==> src/hdl/rtp_frame_depacketizer_top_macros.svh <==
// ---------------------------------------------------------------------------
// RTP frame depacketizer assertion macros
// Shared concurrent assertion forms for the depacketizer RTL.
// ---------------------------------------------------------------------------
`ifndef RTP_FRAME_DEPACKETIZER_TOP_MACROS_SVH
`define RTP_FRAME_DEPACKETIZER_TOP_MACROS_SVH

// The consequent must hold in the same cycle as the antecedent.
`define RFD_ASSERT_SAME(label, clk, rst_n, ante, cons) \
  label: assert property (@(posedge clk) disable iff (!rst_n) (ante) |-> (cons)) \
    else $error("depacketizer check failed");

// The consequent must hold in the cycle after the antecedent.
`define RFD_ASSERT_NEXT(label, clk, rst_n, ante, cons) \
  label: assert property (@(posedge clk) disable iff (!rst_n) (ante) |=> (cons)) \
    else $error("depacketizer check failed");

`endif

==> src/hdl/rfd_pkg.sv <==
// ---------------------------------------------------------------------------
// RTP frame depacketizer package
// Types and constants shared by the parser, queue and frame builder.
// ---------------------------------------------------------------------------
package rfd_pkg;

  localparam int HDR_BYTES  = 12;
  localparam int INDEX_W    = 12;
  localparam int HDR_W      = 13;
  localparam int START_W    = 19;
  localparam int OFFSET_W   = 19;
  localparam int LENGTH_W   = 20;
  localparam int PTS_W      = 64;
  localparam int TS_W       = 32;
  localparam int PT_W       = 7;

  localparam logic [INDEX_W-1:0] INDEX_MAX   = 12'd4095;
  localparam logic [1:0]         RTP_VERSION = 2'd2;
  localparam logic [PT_W-1:0]    PT_RESET    = 7'd96;
  localparam logic               REG_PAYLOAD_TYPE = 1'b0;

  typedef enum logic [1:0] {
    KIND_BYTE     = 2'd0,
    KIND_BYTE_END = 2'd1,
    KIND_END      = 2'd2,
    KIND_DROP     = 2'd3
  } rfd_kind_t;

  typedef enum logic [1:0] {
    RSN_NONE   = 2'd0,
    RSN_SHORT  = 2'd1,
    RSN_HEADER = 2'd2,
    RSN_TRUNC  = 2'd3
  } rfd_reason_t;

  typedef struct packed {
    logic [7:0]      data;
    logic            payload;
    logic            frame_end;
    rfd_reason_t     reason;
    logic [TS_W-1:0] ts_diff;
  } rfd_cmd_t;

endpackage

==> src/hdl/rfd_front.sv <==
// ---------------------------------------------------------------------------
// RTP header parser
// Tracks the byte position, decodes the fixed header, CSRC list and
// extension, and queues one command per payload byte or packet end.
// ---------------------------------------------------------------------------
module rfd_front
  import rfd_pkg::*;
(
  input  logic            clk,
  input  logic            rst_n,
  input  logic [PT_W-1:0] expected_pt,
  input  logic            in_tvalid,
  output logic            in_tready,
  input  logic [7:0]      in_tdata,
  input  logic            in_tlast,
  input  logic            q_full,
  output logic            q_push,
  output rfd_cmd_t        q_cmd
);

  logic [INDEX_W-1:0] pos_r, pos_nxt;
  logic [3:0]         csrc_r, csrc_nxt;
  logic               ext_r, ext_nxt;
  logic               marker_r, marker_nxt;
  logic               bad_r, bad_nxt;
  logic [7:0]         elh_r, elh_nxt;
  logic [START_W-1:0] pstart_r, pstart_nxt;
  logic [TS_W-1:0]    ts_r, ts_nxt;
  logic [TS_W-1:0]    prev_ts_r, prev_ts_nxt;

  logic [HDR_W-1:0]   hdr_end;
  logic [HDR_W-1:0]   len;
  logic               accept;
  logic               is_payload;
  rfd_reason_t        reason;

  assign in_tready = !q_full;
  assign accept    = in_tvalid && in_tready;

  always_comb begin
    hdr_end    = HDR_W'(HDR_BYTES) + {7'b0, csrc_r, 2'b00};
    len        = {1'b0, pos_r} + 13'd1;
    is_payload = !bad_r && ({7'b0, pos_r} >= pstart_r);

    if (len < HDR_W'(HDR_BYTES)) begin
      reason = RSN_SHORT;
    end else if (bad_r) begin
      reason = RSN_HEADER;
    end else if (hdr_end >= len) begin
      reason = RSN_TRUNC;
    end else if (ext_r && ((hdr_end + 13'd4 >= len) || (pstart_r > {6'b0, len}))) begin
      reason = RSN_TRUNC;
    end else begin
      reason = RSN_NONE;
    end

    pos_nxt     = pos_r;
    csrc_nxt    = csrc_r;
    ext_nxt     = ext_r;
    marker_nxt  = marker_r;
    bad_nxt     = bad_r;
    elh_nxt     = elh_r;
    pstart_nxt  = pstart_r;
    ts_nxt      = ts_r;
    prev_ts_nxt = prev_ts_r;

    q_cmd.data      = in_tdata;
    q_cmd.payload   = is_payload;
    q_cmd.frame_end = in_tlast && marker_r && (reason == RSN_NONE);
    q_cmd.reason    = in_tlast ? reason : RSN_NONE;
    q_cmd.ts_diff   = ts_r - prev_ts_r;
    q_push          = accept && (is_payload || in_tlast);

    if (accept) begin
      if (pos_r == '0) begin
        csrc_nxt   = in_tdata[3:0];
        ext_nxt    = in_tdata[4];
        bad_nxt    = (in_tdata[7:6] != RTP_VERSION);
        pstart_nxt = START_W'(HDR_BYTES) + {13'b0, in_tdata[3:0], 2'b00} +
                     (in_tdata[4] ? 19'd4 : 19'd0);
      end else if (pos_r == 12'd1) begin
        marker_nxt = in_tdata[7];
        if (in_tdata[6:0] != expected_pt) begin
          bad_nxt = 1'b1;
        end
      end else if (pos_r inside {[12'd4:12'd7]}) begin
        ts_nxt = {ts_r[TS_W-9:0], in_tdata};
      end

      if (ext_r) begin
        if ({1'b0, pos_r} == hdr_end + 13'd2) begin
          elh_nxt = in_tdata;
        end else if ({1'b0, pos_r} == hdr_end + 13'd3) begin
          pstart_nxt = START_W'(hdr_end) + 19'd4 + {1'b0, elh_r, in_tdata, 2'b00};
        end
      end

      if (in_tlast) begin
        if (q_cmd.frame_end) begin
          prev_ts_nxt = ts_r;
        end
        pos_nxt    = '0;
        csrc_nxt   = '0;
        ext_nxt    = 1'b0;
        marker_nxt = 1'b0;
        bad_nxt    = 1'b0;
        elh_nxt    = '0;
        pstart_nxt = START_W'(HDR_BYTES);
        ts_nxt     = '0;
      end else if (pos_r != INDEX_MAX) begin
        pos_nxt = pos_r + 12'd1;
      end
    end
  end

  always_ff @(posedge clk) begin
    if (!rst_n) begin
      pos_r     <= '0;
      csrc_r    <= '0;
      ext_r     <= 1'b0;
      marker_r  <= 1'b0;
      bad_r     <= 1'b0;
      elh_r     <= '0;
      pstart_r  <= START_W'(HDR_BYTES);
      ts_r      <= '0;
      prev_ts_r <= '0;
    end else begin
      pos_r     <= pos_nxt;
      csrc_r    <= csrc_nxt;
      ext_r     <= ext_nxt;
      marker_r  <= marker_nxt;
      bad_r     <= bad_nxt;
      elh_r     <= elh_nxt;
      pstart_r  <= pstart_nxt;
      ts_r      <= ts_nxt;
      prev_ts_r <= prev_ts_nxt;
    end
  end

endmodule

==> src/hdl/rfd_queue.sv <==
// ---------------------------------------------------------------------------
// RTP depacketizer command queue
// Small first-in first-out buffer between the parser and the frame builder.
// ---------------------------------------------------------------------------
module rfd_queue
  import rfd_pkg::*;
#(
  parameter int DEPTH = 4
) (
  input  logic     clk,
  input  logic     rst_n,
  input  logic     push,
  input  rfd_cmd_t push_cmd,
  output logic     full,
  input  logic     pop,
  output logic     empty,
  output rfd_cmd_t pop_cmd
);

  localparam int PTR_W = (DEPTH > 1) ? $clog2(DEPTH) : 1;
  localparam int CNT_W = $clog2(DEPTH + 1);

  rfd_cmd_t           entry_r [DEPTH];
  logic [PTR_W-1:0]   wr_ptr_r, wr_ptr_nxt;
  logic [PTR_W-1:0]   rd_ptr_r, rd_ptr_nxt;
  logic [CNT_W-1:0]   count_r, count_nxt;
  logic               do_push;
  logic               do_pop;

  assign full    = (count_r == CNT_W'(DEPTH));
  assign empty   = (count_r == '0);
  assign do_push = push && !full;
  assign do_pop  = pop && !empty;
  assign pop_cmd = entry_r[rd_ptr_r];

  always_comb begin
    wr_ptr_nxt = wr_ptr_r;
    rd_ptr_nxt = rd_ptr_r;
    count_nxt  = count_r;
    if (do_push) begin
      wr_ptr_nxt = (wr_ptr_r == PTR_W'(DEPTH - 1)) ? '0 : wr_ptr_r + 1'b1;
    end
    if (do_pop) begin
      rd_ptr_nxt = (rd_ptr_r == PTR_W'(DEPTH - 1)) ? '0 : rd_ptr_r + 1'b1;
    end
    if (do_push && !do_pop) begin
      count_nxt = count_r + 1'b1;
    end else if (do_pop && !do_push) begin
      count_nxt = count_r - 1'b1;
    end
  end

  always_ff @(posedge clk) begin
    if (!rst_n) begin
      wr_ptr_r <= '0;
      rd_ptr_r <= '0;
      count_r  <= '0;
    end else begin
      wr_ptr_r <= wr_ptr_nxt;
      rd_ptr_r <= rd_ptr_nxt;
      count_r  <= count_nxt;
    end
  end

  always_ff @(posedge clk) begin
    if (do_push) begin
      entry_r[wr_ptr_r] <= push_cmd;
    end
  end

endmodule

==> src/hdl/rfd_back.sv <==
// ---------------------------------------------------------------------------
// RTP frame builder
// Counts frame bytes against capacity, keeps the running PTS and drives the
// registered result beat.
// ---------------------------------------------------------------------------
module rfd_back
  import rfd_pkg::*;
#(
  parameter int FRAME_BYTES = 524288
) (
  input  logic                clk,
  input  logic                rst_n,
  input  logic                cmd_valid,
  input  rfd_cmd_t            cmd,
  output logic                cmd_pop,
  output logic                out_tvalid,
  input  logic                out_tready,
  output rfd_kind_t           out_kind,
  output logic [7:0]          out_byte,
  output logic [OFFSET_W-1:0] out_offset,
  output logic [LENGTH_W-1:0] out_length,
  output logic [PTS_W-1:0]    out_pts,
  output logic                out_overflow,
  output rfd_reason_t         out_reason
);

  localparam int FB_W = $clog2(FRAME_BYTES + 1);

  logic [FB_W-1:0]     fb_r, fb_nxt;
  logic                ovf_r, ovf_nxt;
  logic [PTS_W-1:0]    pts_r, pts_nxt;
  logic                valid_r, valid_nxt;
  rfd_kind_t           kind_r, kind_nxt;
  logic [7:0]          byte_r, byte_nxt;
  logic [OFFSET_W-1:0] offset_r, offset_nxt;
  logic [LENGTH_W-1:0] length_r, length_nxt;
  logic [PTS_W-1:0]    opts_r, opts_nxt;
  logic                oovf_r, oovf_nxt;
  rfd_reason_t         reason_r, reason_nxt;

  logic                room;
  logic                emit;
  logic [FB_W-1:0]     fb_inc;
  logic                ovf_after;

  assign cmd_pop = cmd_valid && (!valid_r || out_tready);

  always_comb begin
    room      = (fb_r < FB_W'(FRAME_BYTES));
    emit      = cmd.payload && room;
    fb_inc    = fb_r + FB_W'(emit);
    ovf_after = ovf_r || (cmd.payload && !room);

    fb_nxt     = fb_r;
    ovf_nxt    = ovf_r;
    pts_nxt    = pts_r;
    valid_nxt  = valid_r && !out_tready;
    kind_nxt   = kind_r;
    byte_nxt   = byte_r;
    offset_nxt = offset_r;
    length_nxt = length_r;
    opts_nxt   = opts_r;
    oovf_nxt   = oovf_r;
    reason_nxt = reason_r;

    if (cmd_pop) begin
      kind_nxt   = KIND_BYTE;
      byte_nxt   = emit ? cmd.data : 8'd0;
      offset_nxt = emit ? OFFSET_W'(fb_r) : '0;
      length_nxt = '0;
      opts_nxt   = '0;
      oovf_nxt   = 1'b0;
      reason_nxt = RSN_NONE;
      if (cmd.reason != RSN_NONE) begin
        fb_nxt     = fb_inc;
        ovf_nxt    = ovf_after;
        valid_nxt  = 1'b1;
        kind_nxt   = KIND_DROP;
        byte_nxt   = 8'd0;
        offset_nxt = '0;
        reason_nxt = cmd.reason;
      end else if (cmd.frame_end) begin
        pts_nxt    = pts_r + {32'b0, cmd.ts_diff};
        fb_nxt     = '0;
        ovf_nxt    = 1'b0;
        valid_nxt  = 1'b1;
        kind_nxt   = emit ? KIND_BYTE_END : KIND_END;
        length_nxt = LENGTH_W'(fb_inc);
        opts_nxt   = pts_r + {32'b0, cmd.ts_diff};
        oovf_nxt   = ovf_after;
      end else begin
        fb_nxt    = fb_inc;
        ovf_nxt   = ovf_after;
        valid_nxt = emit;
      end
    end
  end

  always_ff @(posedge clk) begin
    if (!rst_n) begin
      fb_r    <= '0;
      ovf_r   <= 1'b0;
      pts_r   <= '0;
      valid_r <= 1'b0;
    end else begin
      fb_r    <= fb_nxt;
      ovf_r   <= ovf_nxt;
      pts_r   <= pts_nxt;
      valid_r <= valid_nxt;
    end
  end

  always_ff @(posedge clk) begin
    kind_r   <= kind_nxt;
    byte_r   <= byte_nxt;
    offset_r <= offset_nxt;
    length_r <= length_nxt;
    opts_r   <= opts_nxt;
    oovf_r   <= oovf_nxt;
    reason_r <= reason_nxt;
  end

  assign out_tvalid   = valid_r;
  assign out_kind     = kind_r;
  assign out_byte     = byte_r;
  assign out_offset   = offset_r;
  assign out_length   = length_r;
  assign out_pts      = opts_r;
  assign out_overflow = oovf_r;
  assign out_reason   = reason_r;

endmodule

==> src/hdl/rtp_frame_depacketizer_top.sv <==
// ---------------------------------------------------------------------------
// RTP frame depacketizer
// Parses RTP packets arriving one byte per beat and emits framed payload.
// ---------------------------------------------------------------------------
// The block takes one packet byte per cycle while in_tready is high, with
// in_tlast on the final byte. The header parser decides in the accepting
// cycle, the command queue registers the command and hands it to the frame
// builder, and the builder's output register presents the result beat. The
// QUEUE_DEPTH-entry queue absorbs short output stalls; in_tready drops only
// when that queue is full. Payload bytes carry their offset within the frame,
// a marker packet closes the frame with its length and running 64-bit PTS,
// and a bad packet yields one drop beat on its final byte. No clearing pass
// follows reset.
`include "rtp_frame_depacketizer_top_macros.svh"

module rtp_frame_depacketizer_top
  import rfd_pkg::*;
#(
  parameter int FRAME_BYTES = 524288,
  parameter int QUEUE_DEPTH = 4
) (
  input  logic         clk,
  input  logic         rst_n,
  input  logic         in_tvalid,
  output logic         in_tready,
  input  logic [7:0]   in_tdata,    // [7:0] data_byte
  input  logic         in_tlast,
  output logic         out_tvalid,
  input  logic         out_tready,
  output logic [119:0] out_tdata,   // [7:0] payload_byte, [26:8] frame_offset,
                                    // [46:27] frame_length, [110:47] frame_pts,
                                    // [111] frame_overflow, [113:112] drop_reason
  output logic [1:0]   out_tuser,   // [1:0] result_kind
  input  logic         cfg_psel,
  input  logic         cfg_penable,
  input  logic         cfg_pwrite,
  input  logic [2:0]   cfg_paddr,
  input  logic [31:0]  cfg_pwdata,
  output logic [31:0]  cfg_prdata,
  output logic         cfg_pready
);

  logic [PT_W-1:0]     ept_r, ept_nxt;
  logic                q_push;
  logic                q_full;
  logic                q_pop;
  logic                q_empty;
  rfd_cmd_t            push_cmd;
  rfd_cmd_t            pop_cmd;
  rfd_kind_t           out_kind;
  logic [7:0]          out_byte;
  logic [OFFSET_W-1:0] out_offset;
  logic [LENGTH_W-1:0] out_length;
  logic [PTS_W-1:0]    out_pts;
  logic                out_overflow;
  rfd_reason_t         out_reason;

  assign cfg_pready = 1'b1;
  assign cfg_prdata = (cfg_paddr[2] == REG_PAYLOAD_TYPE) ? {25'b0, ept_r} : 32'b0;

  always_comb begin
    ept_nxt = ept_r;
    if (cfg_psel && cfg_penable && cfg_pwrite && cfg_pready &&
        (cfg_paddr[2] == REG_PAYLOAD_TYPE)) begin
      ept_nxt = cfg_pwdata[PT_W-1:0];
    end
  end

  always_ff @(posedge clk) begin
    if (!rst_n) begin
      ept_r <= PT_RESET;
    end else begin
      ept_r <= ept_nxt;
    end
  end

  rfd_front u_front (
    .clk         (clk),
    .rst_n       (rst_n),
    .expected_pt (ept_r),
    .in_tvalid   (in_tvalid),
    .in_tready   (in_tready),
    .in_tdata    (in_tdata),
    .in_tlast    (in_tlast),
    .q_full      (q_full),
    .q_push      (q_push),
    .q_cmd       (push_cmd)
  );

  rfd_queue #(
    .DEPTH (QUEUE_DEPTH)
  ) u_queue (
    .clk      (clk),
    .rst_n    (rst_n),
    .push     (q_push),
    .push_cmd (push_cmd),
    .full     (q_full),
    .pop      (q_pop),
    .empty    (q_empty),
    .pop_cmd  (pop_cmd)
  );

  rfd_back #(
    .FRAME_BYTES (FRAME_BYTES)
  ) u_back (
    .clk          (clk),
    .rst_n        (rst_n),
    .cmd_valid    (!q_empty),
    .cmd          (pop_cmd),
    .cmd_pop      (q_pop),
    .out_tvalid   (out_tvalid),
    .out_tready   (out_tready),
    .out_kind     (out_kind),
    .out_byte     (out_byte),
    .out_offset   (out_offset),
    .out_length   (out_length),
    .out_pts      (out_pts),
    .out_overflow (out_overflow),
    .out_reason   (out_reason)
  );

  assign out_tuser = out_kind;
  assign out_tdata = {6'b0, out_reason, out_overflow, out_pts, out_length,
                      out_offset, out_byte};

  `RFD_ASSERT_SAME(a_no_push_when_full, clk, rst_n, q_push, !q_full)
  `RFD_ASSERT_SAME(a_drop_has_reason, clk, rst_n,
    out_tvalid && (out_kind == KIND_DROP), out_reason != RSN_NONE)
  `RFD_ASSERT_SAME(a_byte_has_no_frame_info, clk, rst_n,
    out_tvalid && (out_kind == KIND_BYTE),
    (out_length == '0) && (out_pts == '0) && (out_reason == RSN_NONE))
  `RFD_ASSERT_NEXT(a_pop_refills_output, clk, rst_n,
    q_pop && pop_cmd.frame_end, out_tvalid)

endmodule
==> config.mk <==
export PLATFORM = sky130hd
export DESIGN_NAME = rtp_frame_depacketizer_top
export DESIGN_NICKNAME = d
export VERILOG_FILES = /design/src/hdl/rfd_pkg.sv /design/src/hdl/rfd_front.sv /design/src/hdl/rfd_queue.sv /design/src/hdl/rfd_back.sv /design/src/hdl/rtp_frame_depacketizer_top.sv
export VERILOG_INCLUDE_DIRS = /design/src /design/src/hdl
export SDC_FILE = /design/constraint.sdc
export NUM_CORES = 1
export LEC_CHECK = 0
export BUFFER_PORTS_ARGS = -buffer_cell sky130_fd_sc_hd__buf_2
export CORE_MARGIN = 2
export CORE_UTILIZATION = 60
export CTS_BUF_LIST = sky130_fd_sc_hd__clkbuf_4 sky130_fd_sc_hd__clkbuf_8 sky130_fd_sc_hd__clkbuf_16
export DETAILED_ROUTE_END_ITERATION = 7
export PLACE_DENSITY = 0.89
export SYNTH_ARGS = -nofsm -noshare
export SYNTH_HDL_FRONTEND = slang
export SYNTH_SLANG_ARGS = --single-unit
==> constraint.sdc <==
create_clock -name clk -period 12.8 [get_ports clk]
set_clock_uncertainty 0.1 [all_clocks]
set_input_delay 1.92 -clock clk [delete_from_list [all_inputs] [get_ports clk]]
set_output_delay 1.92 -clock clk [all_outputs]
set_load 0.05 [all_outputs]
# Word level (Yosys, flattened, before mapping)
# Memories as Yosys holds them, arrays and structs flattened. A register that Yosys moved wholly into a read port is not among the register bits.
# Cells that the tools add are included.
# word_totals
memories	1
out_inout_bits	157
in_bits	51
wordCells	167
regBits	326
ram_bits	176
# memory_table
name	words	word_bits	read_ports	rd_clocked_by_memory_dff	write_ports	line	text
u_queue.entry_r	4	44	1	1	1	rfd_queue.sv:23	rfd_cmd_t entry_r [DEPTH];
# op_classes
add_sub_neg	17
mux	49
reduce_logical	53
order_cmp	8
eq_ne	11
n_bitwise	4
# op_table
operator	n
two-way mux 32 bit	4
two-way mux 19 bit	5
adder 64 x 32 -> 64 bit	1
two-way mux 20 bit	2
subtractor 32 bit	1
adder 13 x 2 -> 13 bit (second input constant)	2
equality test 12 x 13 -> 1 bit	2
greater-or-equal comparator 13 bit	2
two-way mux 12 bit	2
two-way mux 8 bit	3
two-way mux 2 bit	11
adder 20 x 1 -> 20 bit	1
less-than comparator 20 bit (second input constant)	1
adder 19 x 18 -> 19 bit	1
adder 19 bit	1
greater-or-equal comparator 12 x 19 -> 1 bit	1
greater-than comparator 19 x 13 -> 1 bit	1
logical AND 1 bit	18
two-way mux 1 bit	16
nonzero test 2 bit	8
AND reduction 3 bit	5
adder 13 x 3 -> 14 bit (second input constant)	1
adder 4 x 6 -> 7 bit (first input constant)	2
adder 12 x 1 -> 13 bit (second input constant)	1
27 further kinds	50

# Longest topological paths before layout
# Gate-level depths: netlist of the first run.
# logic_depth
word_depth	12
depth_mapped	17
ltp_nobuf	15

# Hierarchy
# A second synthesis of the first run with hierarchy kept.
# unflattened
hier_cells	2512
hier_area_um2	26290.2
# modules_own_cells
module	area_each_um2	instances	seq_area_each_um2	cells_each
rfd_back	10446.3	1	5205.0	1108
rfd_front	8338.0	1	2202.1	1049
rfd_queue	6887.9	1	5465.2	281
rtp_frame_depacketizer_top	618.1	1	140.1	74

# Least setup slack after synthesis of the first run
# No wires, ideal clock.
# synth_path
kind	input-to-reg
startpoint	input out_tready
endpoint	register u_back.fb_r[12]
path_stages	7
setup_ns	0.128
arrival_time_ns	6.266
n_path_buf	1
setup_slack_ns	6.306
required_ns	12.572
path_cell_list	inv_1 -> a21o_1 -> inv_1 -> clkbuf_1 -> o21ai_0 -> a21oi_1 -> nor2_1
# synth_between
elab_chain_cells	2
# synth_rtl
item	line	text
start: declaration	rtp_frame_depacketizer_top.sv:29	input logic out_tready,
logical OR 1 bit	rfd_back.sv:46	assign cmd_pop = cmd_valid && (!valid_r || out_tready);
logical AND 1 bit	rfd_back.sv:46	
via q_pop	rtp_frame_depacketizer_top.sv:46	logic q_pop;
end signal: assignment	rfd_back.sv:106	fb_r <= fb_nxt;
end: declaration	rfd_back.sv:29	logic [FB_W-1:0] fb_r, fb_nxt;
# The timed path passes the listed nets, and every way through them passes these cells.
# A chain may end at the register's enable or synchronous reset.

==> flow_metrics.tcl, run 1 <==
set metrics [dict create \
    status "finished clean" \
    worst-endpoint-arrival_ns 4.94 \
    cts.sink_count 504 \
    final_max_slew_viol_count 0 \
    grt_setup_unrepaired "no" \
    start_util_pct 60.6 \
    cts_hold_buf 0 \
    synthCells 2383 \
    min_period_ns 4.75 \
    hold-worst-slack_ns 0.363 \
    num_io_pins 208 \
    worst_slack_ns 8.05 \
    grt_pass1_wl_mm 95.2 \
    grt_max_degree 106 \
    track_usage_pct 26.8 \
    synthArstFlopShare_pct 0 \
    drc 0 \
    routed_wl_mm 60.3 \
    core-area_um2 41900 \
    worstPathRequired_ns 12.99 \
    startpoint_type "flip-flop" \
    num_rows 75 \
    fillers 2872 \
    dp.cells 2972 \
    fin_area_um2 28000 \
    viasPerCell 6.19 \
    cts_tree "yes" \
    num_vias 19000 \
    crit_type "flip-flop to flip-flop" \
    critPathCapture "u_back.out_pts[35]" \
    hold_class "flip-flop to flip-flop" \
    synth.distinct_cells 74 \
    ys_warn_count 0 \
    syn_avg_cell_area_um2 10.6 \
    finalHoldViolations 0 \
    crit_fanout 44 \
    grt_pass1_vias 18300 \
    finalNonFillerCells 3062 \
    clk_pin_slew_worst_paths_ns 0.06 \
    dpl_worst_slack_ns 8.07 \
    ff2ff_setup_slack_ns 8.05 \
    die_h_um 210 \
    drive_gt1_share_pct 13.0 \
    setup_viol 0 \
    r2r_end "u_back.out_pts[35]" \
    cts_buffers 49 \
    finalCoreUtilization_pct 66.9 \
    fmax_mhz 211 \
    gp_congestion 0.960 \
    io_buffers 148 \
    worst_r2r_path_depth 13 \
    ant_nets 0 \
    htreeDepth 2 \
    slew_headroom_pct 16.4 \
    ys_ff_latch 504 \
    dpl.hpwl_mm 39.3 \
    power_leakage_nw 10.9 \
    ff_latch_area_um2 13000 \
    layout_commonest_cell "edfxtp_1" \
    grt_overflow 0 \
    irDropWorstVdd_mv 0.168 \
    die_area_um2 43900 \
    cts_resized 0 \
    post_cts_buffers 0 \
    drtIter0Drc 1804 \
    end_kind "flip-flop" \
    clock_latency_ns 0.60 \
    max_slew.worst_pin.slew_ns 1.25 \
    firstDrtPassIters 6 \
    syn2layout_area_growth_pct 10.4 \
    synth-edff-count 292 \
    multiInputGateArea_um2 11400 \
    power_density_nw_per_um2 205 \
    antenna_found_initial 0 \
    finalPower_mw 5.73 \
    ctsRootBufferMaster "clkbuf_16" \
    ys.flop_type "edfxtp_1" \
    cts_buffer_depth 3 \
    cap_violations 0 \
    nNetsFinal 2660 \
    ys_seq_area_share_pct 51.3 \
    fin_setup_tns_ns 0 \
    final.period_utilization_pct 37.1 \
    die_x_um 210 \
    synth_area_um2 25400 \
    dpl-instance-area_um2 26300 \
    antenna_cells 0 \
    layout_common_cells "edfxtp_1, nor2_1, dfxtp_1" \
    wire_per_inst_um 19.7 \
]
==> kinds of logic (layout without fill, tap and decap cells) <==
group                    after synthesis  after routing  synth area share (%)
XOR/XNOR                             173            173                  6.08
buffers and inverters                238            348                  4.32
AO/OA/AOI/OAI                        435            435                  10.6
other                                  2             32                0.0296
flip-flops                           504            504                  51.3
adder cells (fa/ha/maj)              125            125                  6.28
AND/OR/NAND/NOR                      815            815                  15.6
multiplexers                          91             91                  5.76
==> cell usage after synthesis (6+ instances only) <==
cell type / number / share of area [%]
a211oi_1: 12 / 0.36
a21o_1: 46 / 1.4
a21oi_1: 165 / 3.3
a22oi_1: 17 / 0.50
a31oi_1: 9 / 0.22
and2_1: 21 / 0.52
and3_1: 60 / 1.5
and4_1: 7 / 0.24
buf_1: 10 / 0.15
buf_2: 9 / 0.18
buf_4: 36 / 1.1
clkbuf_1: 85 / 1.3
dfxtp_1: 212 / 17
edfxtp_1: 292 / 35
ha_1: 121 / 6.0
inv_1: 94 / 1.4
mux2i_1: 47 / 1.9
mux4_2: 44 / 3.9
nand2_1: 162 / 2.4
nand2b_1: 12 / 0.30
nand3_1: 52 / 1.0
nand3b_1: 29 / 0.86
nand4_1: 20 / 0.49
nor2_1: 290 / 4.3
nor2b_1: 24 / 0.59
nor3_1: 60 / 1.2
nor3b_1: 9 / 0.27
nor4_1: 27 / 0.67
o211ai_1: 18 / 0.53
o21a_1: 26 / 0.77
o21ai_0: 79 / 1.6
o21bai_1: 10 / 0.30
o31ai_1: 7 / 0.21
or2_2: 6 / 0.15
or3_1: 17 / 0.42
or4_1: 6 / 0.18
xnor2_1: 127 / 4.4
xor2_1: 44 / 1.5
==> worst max-delay path: stages (launching register included) <==
cell      delay [ns]
dfxtp_2         0.31
buf_4           0.65
mux4_2          0.65
ha_1            0.37
a21o_1          0.24
a21o_1          0.18
a21o_1          0.20
a21oi_1         0.19
a21boi_1        0.22
buf_4           0.27
nand2b_1        0.49
or2_2           0.27
xor2_1          0.19
nor2_1          0.07
==> registers in the layout, summed over array words and instances, names as in the netlist, 2 cells and up, named ones only <==
name,cells
u_back.fb_r,20
u_back.out_byte,8
u_back.out_offset,19
u_back.pts_r,64
u_queue.wr_ptr_r,2
u_queue.rd_ptr_r,2
u_back.out_pts,64
u_front.pos_r,12
u_back.out_length,20
u_front.elh_r,8
u_back.out_reason,2
u_front.ts_r,32
u_back.out_kind,2
u_front.csrc_r,4
u_front.pstart_r,19
u_queue.count_r,3
ept_r,7
u_front.prev_ts_r,32
u_queue.entry_r,176
==> routing by layer <==
metal / wire length, µm / up-vias / global-route usage (%)
met2: 30100 / 971 / 46.4
met4: 1990 / 0 / 9.95
met1: 23600 / 9099 / 34.2
li1: - / 8711 / -
met5: 0 / - / 0
met3: 4690 / 171 / 4.25
==> power breakdown <==
part	switching [mW]	total [mW]	internal, mW
Sequential	0.0997	2.16	2.06
Clock	0.624	1.53	0.908
Combinational	1.53	2.04	0.507
==> worst min-delay path by stage <==
stage | depth (start not counted) | startpoint | to | slack, ns
after floorplan | 2 | u_front.pstart_r[15] | u_front.pstart_r[15] | 0.33
after global placement | 2 | u_front.pstart_r[16] | u_front.pstart_r[16] | 0.34
after detailed placement | 1 | u_front.pstart_r[17] | u_front.pstart_r[17] | 0.35
after CTS | 2 | u_front.ts_r[0] | u_front.ts_r[0] | 0.36
after global routing | 1 | u_front.pstart_r[17] | u_front.pstart_r[17] | 0.38
final | 2 | u_back.pts_r[27] | u_back.pts_r[27] | 0.36
==> layout make-up <==
| cell class | instances | area share, % |
|---|---|---|
| Inverter | 94 | 1.28 |
| Sequential cell | 504 | 46.5 |
| Clock buffer | 67 | 5.12 |
| Clock inverter | 23 | 1.00 |
| Timing Repair Buffer | 164 | 3.07 |
| Tap cell | 539 | 2.41 |
| Multi-Input combinational cell | 1671 | 40.7 |
No activity file was read; power rests on OpenSTA's default activity.
==> run 2, diff against run 1 <==
CORE_UTILIZATION = 55   (was 60)
PLACE_DENSITY = 0.86   (was 0.89)
clock period = 4.03 ns   (was 12.8 ns; I/O delays follow)
==> run 2 against run 1 <==
Against the previous run:
- sequential power rose to 3.2 times the previous value
- via count fell by 0.87%
- maximum frequency rose by 25%
- register-to-register slack got worse by 7.8 ns
- largest power group unchanged
- flip-flop and latch count did not move
- combinational power rose to 3.2 times the previous value
- global-route usage fell by 2.0 points
- clock power rose to 3.4 times the previous value
- critical path depth fell by 1
==> flow_metrics.tcl, run 2 (synthesis gave the netlist of run 1 again) <==
set metrics [dict create \
    worstPathRequired_ns 4.27 \
    slowest_delay_ns 0.53 \
    dpl.hpwl_mm 40.3 \
    crit_type "flip-flop to flip-flop" \
    wire_per_inst_um 18.7 \
    setup_viol 0 \
    htreeDepth 2 \
    core-area_um2 45500 \
    cts_buffer_depth 3 \
    power_leakage_nw 11.1 \
    p_int_mw 11.4 \
    ant_nets 0 \
    clkPwrFrac_pct 27.8 \
    slew_headroom_pct 29.4 \
    nNetsFinal 2697 \
    die_area_um2 47900 \
    p_switching_mw 7.20 \
    grt_setup_unrepaired "no" \
    crit_fanout 8 \
    viasPerCell 5.94 \
    finalCoreUtilization_pct 62.9 \
    final_max_slew_viol_count 0 \
    die_x_um 219 \
    switching_share_pct 38.7 \
    ctsRootBufferMaster "clkbuf_16" \
    firstDrtPassIters 5 \
    antenna_cells 0 \
    grt_max_degree 101 \
    crit_chain "buf_12 -> mux4_2 -> ha_1 -> or2_2 -> or3_1 -> o221a_2 -> nand2_1 -> o21ai_2 -> o31ai_1 -> o41ai_1 -> xnor2_1 -> nor2_1" \
    clk_pin_slew_worst_paths_ns 0.06 \
    cpMaxStageDelayCell "mux4_2" \
    num_vias 18800 \
    io_buffers 148 \
    cts_buffers 51 \
    p_seq_share_pct 37.1 \
    finalHoldViolations 0 \
    power_density_nw_per_um2 650 \
    largest-register "u_queue.entry_r" \
    cts_hold_buf 0 \
    layout_common_cells "edfxtp_1, nor2_1, dfxtp_1" \
    drc 0 \
    gp_congestion 1.01 \
    largest_reg_flops 176 \
    clock_latency_ns 0.61 \
    num_io_pins 208 \
    fmax_mhz 263 \
    min_period_ns 3.80 \
    die_h_um 219 \
    combPwrFrac_pct 35.1 \
    grt_pass1_vias 18400 \
    end_kind "flip-flop" \
    startpoint_type "flip-flop" \
    drtIter0Drc 1739 \
    final.period_utilization_pct 94.4 \
    routed_wl_mm 59.3 \
    grt_overflow 0 \
    track_usage_pct 24.8 \
    layout_commonest_cell "edfxtp_1" \
    fin_setup_tns_ns 0 \
    start_util_pct 55.8 \
    syn2layout_area_growth_pct 12.8 \
    max_slew.worst_pin.slew_ns 1.06 \
    drive_gt1_share_pct 14.3 \
    antenna_found_initial 0 \
    num_rows 78 \
    grt_pass1_wl_mm 95.5 \
    hold_class "input pin to flip-flop" \
    worst-endpoint-arrival_ns 4.04 \
    status "finished clean" \
    cap_violations 0 \
    irDropWorstVdd_mv 0.818 \
    post_cts_buffers 0 \
    cts_tree "yes" \
    cts.sink_count 504 \
]
[run 2: changes by cell type in the layout (fill, tap and decap cells not counted), moves of 2 or more]
cell / delta
buf_12: +8
buf_4: +27
bufinv_16: +4
clkbuf_16: +2
clkbuf_4: -3
clkbuf_8: -5
clkinv_1: +4
clkinv_2: -4
clkinv_4: +3
clkinv_8: +2
clkinvlp_2: +2
clkinvlp_4: +3
inv_6: -2
[run 2: worst max-delay path: cells and delay by family (launching register included)]
kind                     cells  cell delay, ns
buffers and inverters        1            0.16
flip-flops                   1            0.40
AND/OR/NAND/NOR              4            0.88
XOR/XNOR                     1            0.20
multiplexers                 1            0.53
adder cells (fa/ha/maj)      1            0.24
AO/OA/AOI/OAI                4            1.01
[run 2: what timing repair did]
action	in CTS	in global routing
hold endpoints to repair	0	0
gates resized for setup	0	2
setup endpoints to repair	0	14
[run 2: final cells by class]
type / count / area [µm²]
Fill cell: 3368 / 16900
Sequential cell: 504 / 13000
Multi-Input combinational cell: 1671 / 11400
Clock buffer: 61 / 1390
Timing Repair Buffer: 199 / 1220
Tap cell: 600 / 751
Clock inverter: 35 / 470
Inverter: 94 / 358
[run 2: power by group through the flow]
stage / combinational (mW) / clock (mW) / sequential (mW)
detailed placement: 6.48 / 0 / 6.99
CTS: 6.53 / 5.24 / 6.90
finish: 6.54 / 5.17 / 6.90
floorplan: 2.87 / 0 / 9.02
global route: 6.97 / 5.43 / 6.97
global placement: 6.33 / 0 / 6.96
[run 2: final timing paths]
| path | cells after the start | endpoint | from | slack (ns) |
|---|---|---|---|---|
| max | 12 | u_back.out_pts[29] | flip-flop | 0.23 |
| min reg2reg | 2 | u_front.ts_r[0] | u_front.ts_r[0] | 0.36 |
| max reg2reg | 12 | u_back.out_pts[29] | flip-flop | 0.23 |
| min | 3 | ept_r[5] | cfg_pwdata[5] | 0.11 |
[run 2: per-stage QoR]
stage                     area [µm²]  worst slack (ns)  total power [mW]  instances  hold slack [ns]
after floorplan                25500            0.0400              11.9       2413            0.325
after global placement         26700             0.248              13.3       3068            0.343
after detailed placement       26700             0.181              13.5       3068            0.350
after CTS                      28600            0.0893              18.7       3164           0.0877
after global routing           28600           0.00445              19.4       3164            0.131
final                          28600             0.225              18.6       3164            0.108
[run 2: layer usage]
metal  GRT usage [%]  up-vias  share of wire [%]
li1                -     8800                  -
met1            31.7     9107                 41
met2            42.6      730                 50
met3            3.09      150                6.1
met4            10.1        0                3.4
met5               0        -                  0
